==> config.mk <==
export PLATFORM = sky130hd
export DESIGN_NAME = first_fit_archive_packer_core
export DESIGN_NICKNAME = d
export VERILOG_FILES = /design/src/hw/rtl/fafp_pkg.sv /design/src/hw/rtl/fafp_div.sv /design/src/hw/rtl/first_fit_archive_packer_core.sv
export SDC_FILE = /design/constraint.sdc
export NUM_CORES = 2
export LEC_CHECK = 0
export BUFFER_PORTS_ARGS = -buffer_cell sky130_fd_sc_hd__clkbuf_2
export CAP_MARGIN = 20
export CORE_MARGIN = 4
export CORE_UTILIZATION = 37
export DETAILED_ROUTE_END_ITERATION = 8
export PLACE_DENSITY = 0.53
export SLEW_MARGIN = 40
export SYNTH_ARGS = -nofsm -noshare
export SYNTH_HDL_FRONTEND = slang
export SYNTH_HIERARCHICAL = 1
export SYNTH_SLANG_ARGS = --single-unit
==> constraint.sdc <==
create_clock -name clk -period 11.18 [get_ports clk]
set_clock_uncertainty 0.2 [all_clocks]
set_input_delay 2.236 -clock clk [delete_from_list [all_inputs] [get_ports clk]]
set_output_delay 2.236 -clock clk [all_outputs]
set_load 0.01 [all_outputs]
==> src/hw/rtl/fafp_pkg.sv <==
// ----------------------------------------------------------------------------
// fafp_pkg: shared definitions for the first-fit archive packer
// Status codes, register indexes, size-estimate constants and the request
// struct passed from the sequencer to the divider.
// ----------------------------------------------------------------------------
package fafp_pkg;

	// Default number of bins held in the fill memory.
	localparam int NUM_BINS_DEF = 32;

	// Field widths fixed by the interface.
	localparam int NAME_W  = 10;
	localparam int BYTES_W = 32;
	localparam int EST_W   = 33;
	localparam int FILL_W  = 32;
	localparam int BIN_W   = 5;
	localparam int BIU_W   = 6;

	// Width of the compression divisors.
	localparam int REM_W = 6;

	// Size-estimate constants.
	localparam logic [EST_W-1:0] FILE_BASE = 33'd325;
	localparam logic [EST_W-1:0] DIR_BASE  = 33'd80;
	localparam logic [REM_W-1:0] DIV_SRC   = 6'd25;
	localparam logic [REM_W-1:0] DIV_BIN   = 6'd60;

	// Reciprocals of the divisors: the quotient of any 32-bit byte count is
	// the product with the reciprocal shifted right by the matching amount.
	localparam logic [BYTES_W-1:0] RECIP_SRC = 32'h51EB_851F;
	localparam int                 SHIFT_SRC = 35;
	localparam logic [BYTES_W-1:0] RECIP_BIN = 32'h8888_8889;
	localparam int                 SHIFT_BIN = 37;

	// Starting fill of each bin.
	localparam logic [FILL_W-1:0] FILL_BIN0  = 32'd3000;
	localparam logic [FILL_W-1:0] FILL_OTHER = 32'd1000;

	// Register reset values.
	localparam logic [31:0]      SIZE_LIMIT_RST = 32'd55000;
	localparam logic [BIU_W-1:0] BINS_RST       = 6'd20;

	// Configuration register indexes.
	localparam logic REG_SIZE_LIMIT  = 1'b0;
	localparam logic REG_BINS_IN_USE = 1'b1;

	// Result status codes.
	localparam logic [1:0] ST_PLACED  = 2'd0;
	localparam logic [1:0] ST_TOO_BIG = 2'd1;
	localparam logic [1:0] ST_NO_ROOM = 2'd2;
	localparam logic [1:0] ST_CLEARED = 2'd3;

	// Divider start request.
	typedef struct packed {
		logic start;
		logic source_text;
	} div_req_t;

endpackage

==> src/hw/rtl/fafp_div.sv <==
// ----------------------------------------------------------------------------
// fafp_div: constant divider for the compression allowance
// Divides a 32-bit byte count by 25 or 60 through a reciprocal multiply:
// operands load on start, the product registers in the next cycle, and done
// pulses for one cycle when the quotient is ready.
// ----------------------------------------------------------------------------
module fafp_div (
	input  logic                              clk,
	input  logic                              arst_n,
	input  fafp_pkg::div_req_t                req,
	input  logic [fafp_pkg::BYTES_W-1:0]      dividend,
	output logic [fafp_pkg::BYTES_W-1:0]      quotient,
	output logic                              done
);

	localparam int PROD_W = 2 * fafp_pkg::BYTES_W;

	logic                              mul_q;
	logic                              done_q;
	logic                              src_q;
	logic [fafp_pkg::BYTES_W-1:0]      dvd_q;
	logic [fafp_pkg::BYTES_W-1:0]      recip_q;
	logic [PROD_W-1:0]                 prod_q;

	// Control: the multiply follows the operand load, done follows the multiply.
	always_ff @(posedge clk or negedge arst_n) begin
		if (!arst_n) begin
			mul_q  <= 1'b0;
			done_q <= 1'b0;
		end else begin
			mul_q  <= req.start;
			done_q <= mul_q;
		end
	end

	// Datapath: operand registers and the registered product.
	always_ff @(posedge clk) begin
		if (req.start) begin
			dvd_q   <= dividend;
			src_q   <= req.source_text;
			recip_q <= req.source_text ? fafp_pkg::RECIP_SRC : fafp_pkg::RECIP_BIN;
		end
		if (mul_q) begin
			prod_q <= PROD_W'(dvd_q) * PROD_W'(recip_q);
		end
	end

	// The high part of the product is the quotient.
	assign quotient = src_q ? fafp_pkg::BYTES_W'(prod_q >> fafp_pkg::SHIFT_SRC)
		: fafp_pkg::BYTES_W'(prod_q >> fafp_pkg::SHIFT_BIN);
	assign done     = done_q;

endmodule

==> src/hw/rtl/first_fit_archive_packer_core.sv <==
// ----------------------------------------------------------------------------
// first_fit_archive_packer_core: first-fit placement of archive entries
// Estimates the archived size of each entry and places it into the first
// bin with room, keeping the fill of every bin in a small memory.
// ----------------------------------------------------------------------------
// Usage:
// An entry request is taken on the in channel (in_valid/in_ready) and one
// result request leaves on the out channel (out_valid/out_ready) per entry.
// The block works on one request at a time; in_ready is high only while it
// is waiting for work. For a file, out_valid rises without a walk when it is
// too big; otherwise the walk stops at the first bin with room, or after all
// searched bins when none has room. The estimate waits on the reciprocal
// multiply of the divider, then the walk compares one bin per cycle behind a
// registered memory read. A directory skips the multiply; a clear goes
// straight to its result. in_ready returns the cycle after a result is
// registered, so a request is taken only after the last result. The
// configuration port (cfg_we, cfg_index, cfg_data) sets the size limit and
// the number of bins searched; write it only while idle. Reset sets them to
// 55000 and 20 and marks every bin as holding its starting overhead, with no
// clearing pass. A result waits in the output register while out_ready is
// low; the next finished result is held in the block, with in_ready low,
// until it frees.
// ----------------------------------------------------------------------------
module first_fit_archive_packer_core #(
	parameter int NUM_BINS = fafp_pkg::NUM_BINS_DEF
) (
	input  logic                              clk,
	input  logic                              arst_n,
	// Entry requests.
	input  logic                              in_valid,
	output logic                              in_ready,
	input  logic                              kind,
	input  logic                              is_directory,
	input  logic [fafp_pkg::NAME_W-1:0]       name_length,
	input  logic [fafp_pkg::BYTES_W-1:0]      file_bytes,
	input  logic                              source_text,
	// Result requests.
	output logic                              out_valid,
	input  logic                              out_ready,
	output logic [fafp_pkg::BIN_W-1:0]        bin_index,
	output logic [1:0]                        status,
	output logic [fafp_pkg::EST_W-1:0]        estimated_size,
	// Configuration writes.
	input  logic                              cfg_we,
	input  logic                              cfg_index,
	input  logic [31:0]                       cfg_data
);

	localparam int IDX_W = (NUM_BINS > 1) ? $clog2(NUM_BINS) : 1;
	localparam int CNT_W = $clog2(NUM_BINS + 1);
	localparam int CMP_W = 9;

	typedef enum logic [5:0] {
		S_IDLE  = 6'b000001,
		S_DIV   = 6'b000010,
		S_SUM   = 6'b000100,
		S_CHECK = 6'b001000,
		S_WALK  = 6'b010000,
		S_DONE  = 6'b100000
	} state_t;

	state_t                            state_q;
	logic [31:0]                       size_limit_q;
	logic [fafp_pkg::BIU_W-1:0]        bins_in_use_q;

	logic                              dir_q;
	logic [fafp_pkg::NAME_W-1:0]       name_q;
	logic [fafp_pkg::BYTES_W-1:0]      bytes_q;
	logic [fafp_pkg::EST_W-1:0]        est_q;
	logic [1:0]                        res_status_q;
	logic [IDX_W-1:0]                  res_idx_q;

	logic [CNT_W-1:0]                  count_q;
	logic [CNT_W-1:0]                  issue_q;
	logic                              vld_s1;
	logic [IDX_W-1:0]                  idx_s1;
	logic [fafp_pkg::FILL_W-1:0]       rd_data_s1;
	logic [NUM_BINS-1:0]               written_q;
	logic [fafp_pkg::FILL_W-1:0]       fill_mem [NUM_BINS];

	logic                              out_valid_q;
	logic [fafp_pkg::BIN_W-1:0]        out_bin_q;
	logic [1:0]                        out_status_q;
	logic [fafp_pkg::EST_W-1:0]        out_est_q;

	fafp_pkg::div_req_t                div_req;
	logic [fafp_pkg::BYTES_W-1:0]      quotient;
	logic                              div_done;

	logic                              in_fire;
	logic                              out_load;
	logic [fafp_pkg::FILL_W-1:0]       cur_fill;
	logic [fafp_pkg::FILL_W+1:0]       fill_sum;
	logic                              hit;
	logic                              exhausted;
	logic                              clear_all;
	logic [CMP_W-1:0]                  biu_ext;
	logic [CMP_W-1:0]                  count_clamp;
	logic [fafp_pkg::EST_W-1:0]        est_next;
	logic [IDX_W+fafp_pkg::BIN_W-1:0]  bin_wide;

	assign in_ready = (state_q == S_IDLE);
	assign in_fire  = in_valid && in_ready;
	assign out_load = (state_q == S_DONE) && (!out_valid_q || out_ready);

	// Configuration registers.
	always_ff @(posedge clk or negedge arst_n) begin
		if (!arst_n) begin
			size_limit_q  <= fafp_pkg::SIZE_LIMIT_RST;
			bins_in_use_q <= fafp_pkg::BINS_RST;
		end else if (cfg_we) begin
			if (cfg_index == fafp_pkg::REG_SIZE_LIMIT) begin
				size_limit_q <= cfg_data;
			end else begin
				bins_in_use_q <= cfg_data[fafp_pkg::BIU_W-1:0];
			end
		end
	end

	// Divider for the compression allowance of a file.
	assign div_req.start       = in_fire && !kind && !is_directory;
	assign div_req.source_text = source_text;

	fafp_div u_div (
		.clk      (clk),
		.arst_n   (arst_n),
		.req      (div_req),
		.dividend (file_bytes),
		.quotient (quotient),
		.done     (div_done)
	);

	// Size estimate for a file or a directory.
	always_comb begin
		if (dir_q) begin
			est_next = fafp_pkg::EST_W'({name_q, 2'b00}) + fafp_pkg::DIR_BASE;
		end else begin
			est_next = fafp_pkg::EST_W'({name_q, 3'b000}) + fafp_pkg::FILE_BASE
				+ fafp_pkg::EST_W'(bytes_q) + fafp_pkg::EST_W'(quotient);
		end
	end

	// Searched bin count, limited to the bins that exist.
	assign biu_ext     = CMP_W'(bins_in_use_q);
	assign count_clamp = (biu_ext > CMP_W'(NUM_BINS)) ? CMP_W'(NUM_BINS) : biu_ext;

	// Compare stage of the walk: a bin never written holds its starting overhead.
	always_comb begin
		if (written_q[idx_s1]) begin
			cur_fill = rd_data_s1;
		end else if (idx_s1 == '0) begin
			cur_fill = fafp_pkg::FILL_BIN0;
		end else begin
			cur_fill = fafp_pkg::FILL_OTHER;
		end
	end

	assign fill_sum  = {2'b00, cur_fill} + {1'b0, est_q};
	assign hit       = (state_q == S_WALK) && vld_s1 && (fill_sum <= {2'b00, size_limit_q});
	assign exhausted = (state_q == S_WALK) && !vld_s1 && (issue_q >= count_q);
	assign clear_all = in_fire && kind;

	// Sequencer.
	always_ff @(posedge clk or negedge arst_n) begin
		if (!arst_n) begin
			state_q <= S_IDLE;
			vld_s1  <= 1'b0;
			issue_q <= '0;
			count_q <= '0;
		end else begin
			case (state_q)
				S_IDLE: begin
					if (in_fire) begin
						if (kind) begin
							state_q <= S_DONE;
						end else if (is_directory) begin
							state_q <= S_SUM;
						end else begin
							state_q <= S_DIV;
						end
					end
				end
				S_DIV: begin
					if (div_done) begin
						state_q <= S_SUM;
					end
				end
				S_SUM: begin
					state_q <= S_CHECK;
				end
				S_CHECK: begin
					issue_q <= '0;
					vld_s1  <= 1'b0;
					count_q <= count_clamp[CNT_W-1:0];
					if (est_q > fafp_pkg::EST_W'(size_limit_q)) begin
						state_q <= S_DONE;
					end else begin
						state_q <= S_WALK;
					end
				end
				S_WALK: begin
					if (hit || exhausted) begin
						vld_s1  <= 1'b0;
						state_q <= S_DONE;
					end else if (issue_q < count_q) begin
						vld_s1  <= 1'b1;
						issue_q <= issue_q + 1'b1;
					end else begin
						vld_s1 <= 1'b0;
					end
				end
				S_DONE: begin
					if (out_load) begin
						state_q <= S_IDLE;
					end
				end
				default: begin
					state_q <= S_IDLE;
				end
			endcase
		end
	end

	// Request fields, estimate and pending result.
	always_ff @(posedge clk) begin
		if (in_fire) begin
			dir_q   <= is_directory;
			name_q  <= name_length;
			bytes_q <= file_bytes;
			if (kind) begin
				est_q        <= '0;
				res_status_q <= fafp_pkg::ST_CLEARED;
				res_idx_q    <= '0;
			end
		end
		if (state_q == S_SUM) begin
			est_q <= est_next;
		end
		if (state_q == S_CHECK) begin
			res_status_q <= fafp_pkg::ST_TOO_BIG;
			res_idx_q    <= '0;
		end
		if (hit) begin
			res_status_q <= fafp_pkg::ST_PLACED;
			res_idx_q    <= idx_s1;
		end else if (exhausted) begin
			res_status_q <= fafp_pkg::ST_NO_ROOM;
		end
		if ((state_q == S_WALK) && (issue_q < count_q)) begin
			idx_s1 <= issue_q[IDX_W-1:0];
		end
	end

	// Fill memory: one registered read and one write per cycle.
	always_ff @(posedge clk) begin
		if (hit) begin
			fill_mem[idx_s1] <= fill_sum[fafp_pkg::FILL_W-1:0];
		end
		rd_data_s1 <= fill_mem[issue_q[IDX_W-1:0]];
	end

	// Written flags: a cleared bin reads as its starting overhead.
	always_ff @(posedge clk or negedge arst_n) begin
		if (!arst_n) begin
			written_q <= '0;
		end else if (clear_all) begin
			written_q <= '0;
		end else if (hit) begin
			written_q[idx_s1] <= 1'b1;
		end
	end

	// Output register.
	assign bin_wide = {{fafp_pkg::BIN_W{1'b0}}, res_idx_q};

	always_ff @(posedge clk or negedge arst_n) begin
		if (!arst_n) begin
			out_valid_q <= 1'b0;
		end else if (out_load) begin
			out_valid_q <= 1'b1;
		end else if (out_ready) begin
			out_valid_q <= 1'b0;
		end
	end

	always_ff @(posedge clk) begin
		if (out_load) begin
			out_bin_q    <= bin_wide[fafp_pkg::BIN_W-1:0];
			out_status_q <= res_status_q;
			out_est_q    <= est_q;
		end
	end

	assign out_valid      = out_valid_q;
	assign bin_index      = out_bin_q;
	assign status         = out_status_q;
	assign estimated_size = out_est_q;

	// A placed entry never exceeds the size limit.
	a_placed_fits: assert property (@(posedge clk) disable iff (!arst_n)
		out_valid_q && (out_status_q == fafp_pkg::ST_PLACED)
		|-> (out_est_q <= fafp_pkg::EST_W'(size_limit_q)))
		else $error("placed entry larger than the size limit");

	// A too-big result carries an estimate above the limit.
	a_too_big: assert property (@(posedge clk) disable iff (!arst_n)
		out_valid_q && (out_status_q == fafp_pkg::ST_TOO_BIG)
		|-> (out_est_q > fafp_pkg::EST_W'(size_limit_q)))
		else $error("too-big result within the size limit");

	// A clear result reports bin zero and no size.
	a_clear_result: assert property (@(posedge clk) disable iff (!arst_n)
		out_valid_q && (out_status_q == fafp_pkg::ST_CLEARED)
		|-> (out_est_q == '0) && (out_bin_q == '0))
		else $error("clear result with nonzero fields");

	// The walk only compares bins inside the searched range.
	a_walk_range: assert property (@(posedge clk) disable iff (!arst_n)
		vld_s1 |-> (CNT_W'(idx_s1) < count_q))
		else $error("walk compared a bin outside the searched range");

endmodule
==> results.md <==
Run status:
- The run finished with clean final reports.

Synthesis:
- The cell count after synthesis came out at 5400.
- After synthesis the netlist holds a flip-flop and latch count of 1339.
- Yosys attributes the largest share of cell area to sky130_fd_sc_hd__edfxtp_1 47%, sky130_fd_sc_hd__fa_1 13%, sky130_fd_sc_hd__mux4_2 9.5%, sky130_fd_sc_hd__ha_1 9.2%, sky130_fd_sc_hd__inv_1 4.2%.
- The commonest register cell after synthesis is sky130_fd_sc_hd__edfxtp_1.
- Yosys printed 6 warnings.
- The mean area per synthesized cell is 14.4 um2.
- The commonest cells after synthesis are 1213 x sky130_fd_sc_hd__edfxtp_1, 872 x sky130_fd_sc_hd__inv_1, 571 x sky130_fd_sc_hd__ha_1.
- The proportion of synthesized chip area in sequential cells is 0.506.
- The netlist uses between 80 and 90 different library cells.
- The number of enable-type register cells in the synthesized netlist is between 1000 and 1500.
- The fraction of registers with async set or reset after synthesis is 0.0687.
- Yosys instantiated no cell more often than sky130_fd_sc_hd__edfxtp_1.
- The largest area contributor in the synthesized netlist is sky130_fd_sc_hd__edfxtp_1.
- The mapped cell area is between 70000 and 80000 um2.
- The portion of synthesized cell area occupied by the leading cell type is 0.467.

Detailed routing:
- In this run the remaining antenna-violating nets after routing total 0.
- The via density per instance is 5.26.
- The DRC marker count from the first detailed-route iteration is 3933.
- The number of optimization iterations in the first detailed-route pass is 5.
- The routed design has approximately 240 mm of wire.
- Dividing the detail-routed wire length by the instance count gives roughly 27 um.
- For this run, design rule violations remaining after detail routing come to 0.
- Summing over every cut layer, the via total after detailed routing is around 45000.

Die:
- 125 I/O pins were placed.
- The core region is ~210000 um2.
- The starting density of the core is 0.372.
- The floorplan die area is 218000 um2.
- The row count is around 170.
- The horizontal die dimension is 467 um.
- The die outline height is between 400 and 500 um.

Critical path:
- The worst setup path is launched from a register.
- In this design, the stage delay of the slowest critical-path cell is about 0.7 ns.
- The maximum net fanout on the critical path is 33.
- On the critical path, the stage with the largest delay is an instance of sky130_fd_sc_hd__or4_2.
- The start-to-end type of the worst setup path is reg2reg.
- The sum of buffers and inverters on the critical path is 6.
- The data arrival time of the critical path is about 10 ns.
- In this run the critical register-to-register path is launched from idx_s1[0].
- The required time at the worst-slack endpoint is 11.42 ns.
- Broken down by cell family, the worst path's largest delay share belongs to simple AND/OR/NAND/NOR gates.
- The worst setup path is captured at a register.
- The critical path launch point is idx_s1[0].

Timing:
- Setup repair after global routing left no endpoint under its margin.
- The setup-violating endpoint count in the final report is 0.
- The final number of hold-violating endpoints was 0.
- The shortest clock period the worst path allows after layout is between 10 and 15 ns.
- The final worst-path cycle share is 0.914.
- The relative max-transition margin is 0.428.
- The setup TNS is 0 ns.
- At the pin with the least slew margin, the transition time is between 0.8 and 0.9 ns.
- The max-slew violation total from the final report is 0.
- The highest achievable clock rate is about 98 MHz.

Hold path:
- The path class of the tightest hold or removal check is reg2reg.
- The startpoint identified for the worst hold timing path is count_q[0].

GRT:
- For met3 alone, demand over resource in global routing was 0.0268.
- The peak-usage layer in the global routing report is met2.
- The initial antenna violation count came to 13.
- The first global-routing pass estimated about 340 mm of wire.
- The met2 usage is 0.357.
- The maximum number of pins on one net before global-route repair is 115.
- The global router's overall resource usage is 0.217.
- The number of global-route vias before repair is 46987.
- Global routing finished with a remaining overflow of 0.
- For met1 alone, demand over resource in global routing was 0.300.

Clock tree:
- The clock net sink count is about 1300.
- TritonCTS built the clock tree.
- The buffer depth of the longest clock path is 3.
- For this design, the CTS-stage hold fixing added 0 buffers.
- The worst-skew pair later-pin latency is 0.81 ns.
- The number of levels the H-tree was split into is 4.
- CTS placed an instance of sky130_fd_sc_hd__clkbuf_16 at the clock tree root.
- Buffers inserted during clock tree synthesis total about 150.
- The post-CTS setup buffer count is 0.
- Once the clock tree was built, the resizer swapped 0 gates to a different size.
- The clock transition at the registers of the reported paths is roughly 0.060 ns.

Place:
- The congestion estimate from routability-driven global placement came to ~0.91.
- Buffers placed on the I/O ports in this run total between 100 and 150.
- The sum of net half-perimeters after detailed placement is between 150 and 200 mm.

Cells and area:
- The layout has 19182 filler cells.
- The number of nets at the end of the flow is between 6000 and 7000.
- The area growth from synthesis to layout is 13.5%.
- In the final layout, the share of cells above drive strength 1 is 0.171.

Job:
- The number of max-capacitance violations reported is 0.
[final timing paths]
path / endpoint / slack [ns] / depth (start not counted)
max in group asynchronous: size_limit_q[21] / 8.47 / 2
setup / recovery: fill_mem[23][30] / 0.96 / 31
hold reg to reg: count_q[0] / 0.28 / 2
min in group asynchronous: size_limit_q[8] / 1.24 / 1
setup reg to reg: fill_mem[23][30] / 0.96 / 31
hold / removal: count_q[0] / 0.28 / 2
[layout by cell type (no fill, tap or decap), types with 42 or more instances in the layout]
| cell | count |
|---|---|
| sky130_fd_sc_hd__and2_1 | 71 |
| sky130_fd_sc_hd__o21ai_0 | 148 |
| sky130_fd_sc_hd__ha_1 | 571 |
| sky130_fd_sc_hd__fa_1 | 509 |
| sky130_fd_sc_hd__dfrtp_1 | 75 |
| sky130_fd_sc_hd__clkbuf_16 | 149 |
| sky130_fd_sc_hd__nand3_1 | 48 |
| sky130_fd_sc_hd__xor2_1 | 66 |
| sky130_fd_sc_hd__and3_1 | 42 |
| sky130_fd_sc_hd__edfxtp_1 | 1213 |
| sky130_fd_sc_hd__mux4_2 | 328 |
| sky130_fd_sc_hd__a21o_1 | 80 |
| sky130_fd_sc_hd__buf_4 | 88 |
| sky130_fd_sc_hd__inv_1 | 870 |
| sky130_fd_sc_hd__nor2_1 | 141 |
| sky130_fd_sc_hd__nand2_1 | 257 |
| sky130_fd_sc_hd__clkbuf_2 | 123 |
| sky130_fd_sc_hd__mux2_2 | 66 |
| sky130_fd_sc_hd__a21oi_1 | 152 |
| sky130_fd_sc_hd__xnor2_1 | 113 |
[tightest hold or removal path, cell delays in order, from the launching register on]
cell	delay (ns)
sky130_fd_sc_hd__dfrtp_1	0.35
sky130_fd_sc_hd__nand2_1	0.05
sky130_fd_sc_hd__nand2_1	0.05
[per-stage QoR]
stage | worst slack (ns) | instance area (um2) | cells | utilization | hold WS [ns]
2_1_floorplan | 1.20 | 78000 | 5402 | - | 0.200
3_3_place_gp | 0.975 | 83100 | 8267 | 0.397 | 0.255
3_5_place_dp | 1.07 | 83400 | 8282 | 0.398 | 0.269
4_1_cts | 0.990 | 88400 | 8560 | 0.422 | 0.281
5_1_grt | 0.360 | 88500 | 8565 | 0.422 | 0.293
6_report | 0.962 | 88500 | 8570 | 0.422 | 0.281
[area by class of cell]
type	instances	area [um2]	area share
Clock inverter	91	1100	0.0125
Tap cell	2805	3510	0.0397
Multi-Input combinational cell	3013	35300	0.399
Sequential cell	1339	39400	0.446
Antenna cell	8	20.0	0.000226
Inverter	879	3300	0.0373
Timing Repair Buffer	248	1950	0.0220
Clock buffer	187	3910	0.0442
[flip-flops by register name (all words and copies together) (netlist names), 2 cells and up]
signal          cells
written_q          32
res_status_q        2
u_div/recip_q       2
u_div/prod_q       29
est_q              33
estimated_size     33
fill_mem         1024
idx_s1              5
rd_data_s1         32
status              2
bin_index           5
count_q             6
name_q             10
issue_q             6
bins_in_use_q       6
size_limit_q       32
u_div/dvd_q        32
state_q             6
bytes_q            32
res_idx_q           5
[layer usage]
layer	share of wire	vias to the layer above
li1	-	19716
met2	0.48	1426
met5	0.000030	-
met4	0.033	2
met3	0.051	299
met1	0.43	23672
[cells by family (layout without fill, tap and decap cells)]
| group | count (synthesis) | count (layout) | share of synthesized area |
|---|---|---|---|
| flops | 1339 | 1339 | 0.506 |
| fa+ha+maj | 1080 | 1080 | 0.222 |
| buf+inv | 1050 | 1405 | 0.0512 |
| simple gates | 756 | 756 | 0.0466 |
| compound gates | 567 | 567 | 0.0459 |
| mux | 400 | 400 | 0.105 |
| xor+xnor | 207 | 207 | 0.0232 |
| other cells | 1 | 11 | 0.0000481 |
Power is left out: the tool's default activity adds up to more than one toggle a clock period on the data nets, which glitch-free logic cannot reach.
